### src/hw/rtl/pjb_pkg.sv
`timescale 1ns / 1ps

package pjb_pkg;

	// Field widths fixed by the interface
	localparam int DESC_W  = 32;
	localparam int STAMP_W = 64;
	localparam int FILL_W  = 5;
	localparam int THR_W   = 5;

	localparam logic [THR_W-1:0] THR_RESET = THR_W'(3);

	// Request codes
	typedef enum logic [1:0] {
		REQ_PUT   = 2'd0,
		REQ_TAKE  = 2'd1,
		REQ_TIMED = 2'd2,
		REQ_RESET = 2'd3
	} req_t;

	// Result status codes
	typedef enum logic [1:0] {
		ST_DONE      = 2'd0,
		ST_FULL      = 2'd1,
		ST_BUFFERING = 2'd2,
		ST_LATE      = 2'd3
	} status_t;

	// Controller to datapath commands
	typedef struct packed {
		logic    accept;     // latch the request fields
		logic    put;        // store at tail
		logic    clear;      // empty the queue
		logic    rd_head;    // read entry at head
		logic    rd_next;    // read entry after head
		logic    load_hold;  // keep the last read entry
		logic    advance;    // drop the head entry
		logic    pop;        // take the head entry
		logic    use_hold;   // taken entry comes from the hold register
		logic    finish;     // load the result registers
		status_t status;
	} cmd_t;

	// Datapath to controller status
	typedef struct packed {
		req_t req;
		logic full;
		logic empty;
		logic buffering;
		logic count_gt1;
		logic rd_later;      // read stamp later than target
		logic rd_equal;      // read stamp equal to target
	} flags_t;

endpackage

### src/hw/rtl/pjb_datapath.sv
`timescale 1ns / 1ps

module pjb_datapath
	import pjb_pkg::*;
#(
	parameter int DEPTH = 16
) (
	input  logic                      clk,
	input  logic                      arst_n,
	input  cmd_t                      cmd,
	output flags_t                    flags,
	input  logic [1:0]                req_type,
	input  logic [DESC_W-1:0]         frame_descriptor,
	input  logic signed [STAMP_W-1:0] frame_stamp,
	input  logic signed [STAMP_W-1:0] target_stamp,
	input  logic [THR_W-1:0]          threshold,
	output logic [1:0]                status,
	output logic [DESC_W-1:0]         out_descriptor,
	output logic signed [STAMP_W-1:0] out_stamp,
	output logic                      is_buffering,
	output logic [FILL_W-1:0]         fill_level
);

	localparam int IW = $clog2(DEPTH);
	localparam int CW = $clog2(DEPTH + 1);
	localparam int MW = (CW > THR_W) ? CW : THR_W;

	function automatic logic [IW-1:0] next_idx(input logic [IW-1:0] i);
		return (i == IW'(DEPTH - 1)) ? '0 : i + IW'(1);
	endfunction

	logic [DESC_W-1:0]         desc_mem [DEPTH];
	logic [STAMP_W-1:0]        stamp_mem [DEPTH];

	req_t                      req_q;
	logic [DESC_W-1:0]         desc_in_q;
	logic signed [STAMP_W-1:0] stamp_in_q;
	logic signed [STAMP_W-1:0] target_q;

	logic [IW-1:0]             head_q, tail_q;
	logic [CW-1:0]             count_q, count_d;
	logic                      buf_q, buf_d;

	logic [DESC_W-1:0]         rd_desc_q, hold_desc_q;
	logic signed [STAMP_W-1:0] rd_stamp_q, hold_stamp_q;
	logic [IW-1:0]             rd_addr;

	logic [CW-1:0]             count_inc;
	logic [CW-1:0]             count_dec;

	assign count_inc = count_q + CW'(1);
	assign count_dec = count_q - CW'(1);
	assign rd_addr   = cmd.rd_next ? next_idx(head_q) : head_q;

	// Next fill and buffering flag
	always_comb begin
		count_d = count_q;
		buf_d   = buf_q;
		if (cmd.put) begin
			count_d = count_inc;
			if (buf_q && (MW'(count_inc) >= MW'(threshold))) begin
				buf_d = 1'b0;
			end
		end else if (cmd.advance) begin
			count_d = count_dec;
		end else if (cmd.pop) begin
			count_d = count_dec;
			if (count_dec == '0) begin
				buf_d = 1'b1;
			end
		end else if (cmd.clear) begin
			count_d = '0;
			buf_d   = 1'b1;
		end
	end

	// Queue control state
	always_ff @(posedge clk or negedge arst_n) begin
		if (!arst_n) begin
			head_q  <= '0;
			tail_q  <= '0;
			count_q <= '0;
			buf_q   <= 1'b1;
		end else begin
			count_q <= count_d;
			buf_q   <= buf_d;
			if (cmd.put) begin
				tail_q <= next_idx(tail_q);
			end
			if (cmd.advance || cmd.pop) begin
				head_q <= next_idx(head_q);
			end
			if (cmd.clear) begin
				tail_q <= head_q;
			end
		end
	end

	// Latch the request item
	always_ff @(posedge clk) begin
		if (cmd.accept) begin
			req_q      <= req_t'(req_type);
			desc_in_q  <= frame_descriptor;
			stamp_in_q <= frame_stamp;
			target_q   <= target_stamp;
		end
	end

	// Entry store: write at tail, registered read
	always_ff @(posedge clk) begin
		if (cmd.put) begin
			desc_mem[tail_q]  <= desc_in_q;
			stamp_mem[tail_q] <= stamp_in_q;
		end
		if (cmd.rd_head || cmd.rd_next) begin
			rd_desc_q  <= desc_mem[rd_addr];
			rd_stamp_q <= stamp_mem[rd_addr];
		end
	end

	// Hold the candidate entry during a timed take
	always_ff @(posedge clk) begin
		if (cmd.load_hold) begin
			hold_desc_q  <= rd_desc_q;
			hold_stamp_q <= rd_stamp_q;
		end
	end

	// Result registers
	always_ff @(posedge clk) begin
		if (cmd.finish) begin
			status       <= cmd.status;
			is_buffering <= buf_d;
			fill_level   <= FILL_W'(count_d);
			if (cmd.pop) begin
				out_descriptor <= cmd.use_hold ? hold_desc_q : rd_desc_q;
				out_stamp      <= cmd.use_hold ? hold_stamp_q : rd_stamp_q;
			end else begin
				out_descriptor <= '0;
				out_stamp      <= '0;
			end
		end
	end

	assign flags.req       = req_q;
	assign flags.full      = (count_q == CW'(DEPTH));
	assign flags.empty     = (count_q == '0);
	assign flags.buffering = buf_q;
	assign flags.count_gt1 = (count_q > CW'(1));
	assign flags.rd_later  = (rd_stamp_q > target_q);
	assign flags.rd_equal  = (rd_stamp_q == target_q);

endmodule

### src/hw/rtl/pjb_ctrl.sv
`timescale 1ns / 1ps

module pjb_ctrl
	import pjb_pkg::*;
(
	input  logic   clk,
	input  logic   arst_n,
	input  logic   start,
	output logic   busy,
	output logic   done,
	input  flags_t flags,
	output cmd_t   cmd
);

	typedef enum logic [2:0] {
		S_IDLE,
		S_EXEC,
		S_TAKE_CHK,
		S_HEAD_CHK,
		S_NEXT_RD,
		S_NEXT_CHK
	} state_t;

	state_t state_q, state_d;

	// Command decode and next state
	always_comb begin
		cmd     = '0;
		state_d = state_q;
		case (state_q)
			S_IDLE: begin
				if (start) begin
					cmd.accept = 1'b1;
					state_d    = S_EXEC;
				end
			end
			S_EXEC: begin
				case (flags.req)
					REQ_PUT: begin
						cmd.finish = 1'b1;
						if (flags.full) begin
							cmd.status = ST_FULL;
						end else begin
							cmd.put    = 1'b1;
							cmd.status = ST_DONE;
						end
						state_d = S_IDLE;
					end
					REQ_TAKE, REQ_TIMED: begin
						if (flags.buffering || flags.empty) begin
							cmd.finish = 1'b1;
							cmd.status = ST_BUFFERING;
							state_d    = S_IDLE;
						end else begin
							cmd.rd_head = 1'b1;
							state_d     = (flags.req == REQ_TAKE) ? S_TAKE_CHK : S_HEAD_CHK;
						end
					end
					default: begin
						cmd.clear  = 1'b1;
						cmd.finish = 1'b1;
						cmd.status = ST_DONE;
						state_d    = S_IDLE;
					end
				endcase
			end
			S_TAKE_CHK: begin
				cmd.pop    = 1'b1;
				cmd.finish = 1'b1;
				cmd.status = ST_DONE;
				state_d    = S_IDLE;
			end
			S_HEAD_CHK: begin
				if (flags.rd_later) begin
					cmd.finish = 1'b1;
					cmd.status = ST_LATE;
					state_d    = S_IDLE;
				end else if (flags.rd_equal) begin
					cmd.pop    = 1'b1;
					cmd.finish = 1'b1;
					cmd.status = ST_DONE;
					state_d    = S_IDLE;
				end else begin
					cmd.load_hold = 1'b1;
					state_d       = S_NEXT_RD;
				end
			end
			S_NEXT_RD: begin
				// Look at the following entry while more than one frame is left
				if (flags.count_gt1) begin
					cmd.rd_next = 1'b1;
					state_d     = S_NEXT_CHK;
				end else begin
					cmd.pop      = 1'b1;
					cmd.use_hold = 1'b1;
					cmd.finish   = 1'b1;
					cmd.status   = ST_DONE;
					state_d      = S_IDLE;
				end
			end
			S_NEXT_CHK: begin
				if (flags.rd_later) begin
					cmd.pop      = 1'b1;
					cmd.use_hold = 1'b1;
					cmd.finish   = 1'b1;
					cmd.status   = ST_DONE;
					state_d      = S_IDLE;
				end else begin
					// Drop the head, the following entry becomes the candidate
					cmd.advance   = 1'b1;
					cmd.load_hold = 1'b1;
					state_d       = S_NEXT_RD;
				end
			end
			default: begin
				state_d = S_IDLE;
			end
		endcase
	end

	// State and registered handshake outputs
	always_ff @(posedge clk or negedge arst_n) begin
		if (!arst_n) begin
			state_q <= S_IDLE;
			busy    <= 1'b0;
			done    <= 1'b0;
		end else begin
			state_q <= state_d;
			done    <= cmd.finish;
			if (cmd.accept) begin
				busy <= 1'b1;
			end else if (cmd.finish) begin
				busy <= 1'b0;
			end
		end
	end

endmodule

### src/hw/rtl/playout_jitter_buffer.sv
`timescale 1ns / 1ps

// Channel   Direction  Handshake                       Payload
// request   in         start, taken when busy is low    req_type, frame_descriptor,
//                                                      frame_stamp, target_stamp
// result    out        done, one-cycle strobe          status, out_descriptor, out_stamp,
//                                                      is_buffering, fill_level
// config    in         APB write, psel&penable&pwrite  paddr, pwdata, prdata
//
// A put, a reset request or a refused take ends in S_EXEC, a plain take pops
// the head in S_TAKE_CHK. A timed take checks the head in S_HEAD_CHK, reads
// and checks each entry past it in S_NEXT_RD and S_NEXT_CHK, and ends in
// S_NEXT_RD when the walk reaches the last frame: the walk shares the single
// registered read port of the entry store. busy stays high until the cycle
// that carries done, so one item is worked at a time. The receiver cannot
// stall; each result is shown for one cycle only. Reset empties the queue and
// sets buffering at once; the entry store itself is not cleared.

module playout_jitter_buffer
	import pjb_pkg::*;
#(
	parameter int DEPTH = 16
) (
	input  logic                      clk,
	input  logic                      arst_n,
	input  logic                      start,
	output logic                      busy,
	input  logic [1:0]                req_type,
	input  logic [DESC_W-1:0]         frame_descriptor,
	input  logic signed [STAMP_W-1:0] frame_stamp,
	input  logic signed [STAMP_W-1:0] target_stamp,
	output logic                      done,
	output logic [1:0]                status,
	output logic [DESC_W-1:0]         out_descriptor,
	output logic signed [STAMP_W-1:0] out_stamp,
	output logic                      is_buffering,
	output logic [FILL_W-1:0]         fill_level,
	input  logic                      psel,
	input  logic                      penable,
	input  logic                      pwrite,
	input  logic [2:0]                paddr,
	input  logic [31:0]               pwdata,
	output logic [31:0]               prdata,
	output logic                      pready
);

	cmd_t             cmd;
	flags_t           flags;
	logic [THR_W-1:0] threshold_q;
	logic             thr_sel;

	// Threshold register at word 0
	assign thr_sel = (paddr[2] == 1'b0);
	assign pready  = 1'b1;
	assign prdata  = thr_sel ? {{(32 - THR_W){1'b0}}, threshold_q} : '0;

	always_ff @(posedge clk or negedge arst_n) begin
		if (!arst_n) begin
			threshold_q <= THR_RESET;
		end else if (psel && penable && pwrite && pready && thr_sel) begin
			threshold_q <= pwdata[THR_W-1:0];
		end
	end

	pjb_ctrl u_ctrl (
		.clk    (clk),
		.arst_n (arst_n),
		.start  (start),
		.busy   (busy),
		.done   (done),
		.flags  (flags),
		.cmd    (cmd)
	);

	pjb_datapath #(
		.DEPTH (DEPTH)
	) u_datapath (
		.clk              (clk),
		.arst_n           (arst_n),
		.cmd              (cmd),
		.flags            (flags),
		.req_type         (req_type),
		.frame_descriptor (frame_descriptor),
		.frame_stamp      (frame_stamp),
		.target_stamp     (target_stamp),
		.threshold        (threshold_q),
		.status           (status),
		.out_descriptor   (out_descriptor),
		.out_stamp        (out_stamp),
		.is_buffering     (is_buffering),
		.fill_level       (fill_level)
	);

endmodule

### config.mk
export PLATFORM = sky130hd
export DESIGN_NAME = playout_jitter_buffer
export DESIGN_NICKNAME = d
export VERILOG_FILES = /design/src/hw/rtl/pjb_pkg.sv /design/src/hw/rtl/pjb_datapath.sv /design/src/hw/rtl/pjb_ctrl.sv /design/src/hw/rtl/playout_jitter_buffer.sv
export SDC_FILE = /design/constraint.sdc
export NUM_CORES = 2
export LEC_CHECK = 0
export BUFFER_PORTS_ARGS = -buffer_cell sky130_fd_sc_hd__buf_2
export CAP_MARGIN = 40
export CORE_ASPECT_RATIO = 1.25
export CORE_MARGIN = 3
export CORE_UTILIZATION = 60
export CTS_CLUSTER_SIZE = 16
export DETAILED_ROUTE_END_ITERATION = 12
export PLACE_DENSITY = 0.78
export SETUP_SLACK_MARGIN = 0.02
export SYNTH_ARGS = -nofsm -noshare
export SYNTH_HDL_FRONTEND = slang
export SYNTH_SLANG_ARGS = --single-unit
### constraint.sdc
create_clock -name clk -period 11.3 [get_ports clk]
set_input_delay 1.13 -clock clk [delete_from_list [all_inputs] [get_ports clk]]
set_output_delay 1.13 -clock clk [all_outputs]
set_load 0.01 [all_outputs]
==> results.py <==
metrics = {
    "status": {
        "status": "finished clean",
    },
    "detailed_routing": {
        "vias": 37100,
        "drt_iter0_drc": 4689,
        "avgRoutedWirePerCell_um": 30.4,
        "ant_nets": 0,
        "drc": 0,
        "first_pass_iters": 5,
        "routed_wirelength_mm": 174,
        "viasPerCell": 6.49,
    },
    "placed_design": {
        "io_buffers": 284,
        "gp_congestion": 0.792,
        "dpl_cell_area_sq_mm": 0.0806,
        "dpl.cell_count": 5380,
        "dp.final_hpwl_mm": 90.2,
        "preCtsSetupSlack_ps": 5700,
    },
    "yosys": {
        "syn_inst": 3487,
        "async_flop_share_pct": 1.19,
        "synth_area_per_cell_sq_um": 22.0,
        "ys_seq_area_share_pct": 79.0,
        "synth-main-ff-cell": "edfxtp_1",
        "synth_mux_area_share_pct": 12.7,
        "synthAdderAreaFrac_pct": 1.32,
        "syn_area_sq_mm": 0.0766,
        "synth_top_family_by_area": "multiplexers",
        "synth-edff-count": 1994,
        "ys_ff_latch": 2018,
        "synth-xor-area-share_pct": 0.103,
        "yosys.area_share.simple_pct": 1.78,
        "synth_compound_area_share_pct": 3.41,
        "ys.warnings.count": 0,
        "post_synth_num_cell_types": 57,
    },
    "sta": {
        "fin_crit_ps": 5880,
        "final_max_slew_viol_count": 0,
        "worstMarginPinSlew_ps": 993,
        "max_slew_margin_pct": 33.8,
        "skew_ps": 28.0,
        "fmax_ghz": 0.170,
        "rsz0062_at_grt": "false",
        "fin_setup_tns_ps": 0,
        "setup_viol": 0,
        "setup_ws_ps": 5420,
        "hold_viol": 0,
        "post-route-period-util_pct": 52.0,
    },
    "worst_setup_path": {
        "crit_fanout": 45,
        "critPathLaunchType": "register",
        "crit_arrival_ps": 6350,
        "endpoint_kind": "register",
        "worstSetupPathType": "register to register",
        "required_ps": 11770,
    },
    "clock_network": {
        "htree_levels": 4,
        "clkLatencyLatePin_ps": 810,
        "cts_sinks": 2018,
        "max-clock-path-buffers": 3,
        "cts_root_buf": "clkbuf_16",
        "cts_tree": "built",
        "cts_resized": 0,
        "cts_buffers": 182,
        "post_cts_buffers": 0,
        "cts_hold_buf": 0,
        "path_clk_slew_ps": 60,
    },
    "power_and_ir_drop": {
        "power.density_mw_per_mm2": 220,
        "power.internal_w": 0.0141,
        "p_clk_share_pct": 32.1,
        "switching_power_w": 0.00491,
        "sw_frac_of_total_pct": 25.8,
        "pwr-share-seq_pct": 49.7,
        "worst_ir_drop_vdd_mv": 0.292,
        "combPwrFrac_pct": 18.2,
        "leakage_nw": 29.1,
    },
    "grt": {
        "grt_pass1_wl_mm": 254,
        "antenna_found_initial": 10,
        "grt_pass1_vias": 38000,
        "overflow": 0,
        "grt_max_degree": 139,
        "grtUsageTotal_pct": 26.6,
    },
    "finish": {
        "nets": 4158,
        "final_util_pct": 68.7,
        "nFillCells": 7476,
        "fin_cells": 5720,
        "stdcell_area_sq_mm": 0.0865,
        "drive_gt1_share_pct": 26.0,
        "area_growth_pct": 12.9,
    },
    "run": {
        "max_cap_violations": 0,
    },
    "die": {
        "dieWidth_um": 326,
        "core_area_sq_mm": 0.126,
        "rows": 145,
        "ioPinCount": 342,
        "die_y_um": 405,
        "die-area_sq_mm": 0.132,
        "initial_core_util_pct": 60.8,
    },
    "hold_path": {
        "hold_path.class": "primary input to async pin",
    },
}
==> cells by family (layout without fill, tap and decap cells) <==
kind of cell / Yosys count / count (layout)
AO/OA/AOI/OAI: 379 / 379
adder cells (fa/ha/maj): 81 / 81
multiplexers: 488 / 488
XOR/XNOR: 9 / 9
other: 2 / 31
AND/OR/NAND/NOR: 238 / 238
flip-flops: 2018 / 2018
buffers and inverters: 272 / 786
==> cells in the mapped netlist (2+ instances only) <==
library cell	instances	share of area, %
a21oi_1	131	0.86
dfstp_2	3	0.10
and2_1	14	0.11
a21o_1	4	0.039
a22o_1	97	1.1
buf_4	50	0.49
clkbuf_1	62	0.30
xor2_1	3	0.034
nor2b_1	103	0.84
nor4_1	4	0.033
nand2_1	34	0.17
xnor2_1	6	0.069
mux2_2	5	0.073
conb_1	2	0.0098
mux4_2	384	11
and3_1	7	0.057
a211oi_1	98	0.96
a31oi_1	5	0.041
a221o_1	3	0.039
edfxtp_1	1994	78
dfrtp_1	21	0.69
a221oi_1	4	0.046
o211ai_1	3	0.029
o31ai_1	3	0.029
or3_1	4	0.033
o21a_1	3	0.029
nand3_1	16	0.10
buf_2	62	0.41
ha_1	81	1.3
nor3b_1	2	0.020
mux2i_1	98	1.3
o21ai_0	18	0.12
buf_6	8	0.12
nand2b_1	7	0.057
nor3_1	8	0.052
nand4_1	17	0.14
nor2_1	15	0.073
inv_1	81	0.40
buf_1	9	0.044
==> layer usage <==
layer  track usage [%]  share of wire (%)  vias to the layer above
met5                 0             0.0092                        -
met3              5.88                9.7                      351
met2              43.5                 50                     2254
met1              36.1                 37                    19300
li1                  -                  -                    15200
met4              9.45                3.2                        4
==> cell usage in the layout, fill, tap and decap left out, drive strengths merged, types with 4 or more instances in the layout <==
| cell type | count |
|---|---|
| mux4 | 384 |
| ha | 81 |
| nand2 | 35 |
| clkinv | 71 |
| nor2b | 103 |
| a21oi | 132 |
| mux2 | 5 |
| xnor2 | 6 |
| nor2 | 15 |
| nand2b | 7 |
| bufinv | 17 |
| nand3 | 16 |
| clkinvlp | 8 |
| a22o | 97 |
| or3 | 4 |
| nand4 | 17 |
| a221oi | 4 |
| nor4 | 4 |
| edfxtp | 1994 |
| and3 | 7 |
| mux2i | 99 |
| a31oi | 5 |
| a21o | 4 |
| nor3 | 9 |
| inv | 90 |
| and2 | 15 |
| buf | 368 |
| conb | 28 |
| dfrtp | 21 |
| a211oi | 98 |
| o21ai | 19 |
| clkbuf | 232 |
==> critical path, cell delays in order, from the launching register on <==
cell and delay, ps:
edfxtp_1 590, ha_1 800, nand4_1 340, nor4_1 410, buf_4 280, o21ai_0 360, nand3_1 340, mux2i_1 280
nand2b_4 500, or3_4 640, buf_4 590, buf_16 300
==> final cells by class <==
class | count | area, sq um | share of cell area (%)
antenna | 3 | 7.51 | 0.00868
clock buffer | 232 | 4870 | 5.63
clock inverter | 105 | 1010 | 1.17
inverter | 81 | 312 | 0.360
multi-input combinational | 1223 | 15000 | 17.3
sequential | 2018 | 60500 | 69.9
tap | 1690 | 2110 | 2.45
timing repair buffer | 368 | 2680 | 3.10
==> sequential cells by signal (all words and copies together), names as in the netlist, 32 cells and up <==
signal                     cells
u_datapath.desc_in_q          32
u_datapath.desc_mem          512
u_datapath.hold_desc_q        32
u_datapath.hold_stamp_q       64
u_datapath.out_descriptor     32
u_datapath.out_stamp          64
u_datapath.rd_desc_q          32
u_datapath.rd_stamp_q         64
u_datapath.stamp_in_q         64
u_datapath.stamp_mem        1024
u_datapath.target_q           64
==> metrics by stage <==
stage	hold slack, ps	power [W]
after detailed placement	437	0.0130
final	325	0.0190
after CTS	271	0.0192
after global routing	327	0.0197
after global placement	435	0.0129
after floorplan	427	0.0121
==> power groups by stage <==
| stage | sequential [W] | clock [W] | combinational (W) |
|---|---|---|---|
| 2_1_floorplan | 0.00956 | 0 | 0.00250 |
| 3_3_place_gp | 0.00956 | 0 | 0.00334 |
| 3_5_place_dp | 0.00960 | 0 | 0.00345 |
| 4_1_cts | 0.00945 | 0.00619 | 0.00352 |
| 5_1_grt | 0.00951 | 0.00646 | 0.00373 |
| 6_report | 0.00946 | 0.00611 | 0.00346 |
==> final timing paths <==
kind | start | endpoint | slack (ps) | cells after the start
worst max-delay path | u_datapath.rd_stamp_q[63] | u_datapath.out_descriptor[16] | 5420 | 11
worst min-delay path | arst_n | u_ctrl.state_q[1] | 330 | 1
worst min register to register | u_datapath.rd_desc_q[14] | u_datapath.hold_desc_q[14] | 460 | 0
max in group asynchronous | arst_n | threshold_q[3] | 10560 | 1
min in group clk | u_datapath.rd_desc_q[14] | u_datapath.hold_desc_q[14] | 460 | 0
worst max register to register | u_datapath.rd_stamp_q[63] | u_datapath.out_descriptor[16] | 5420 | 11
Power figures use the tool's default switching activity.
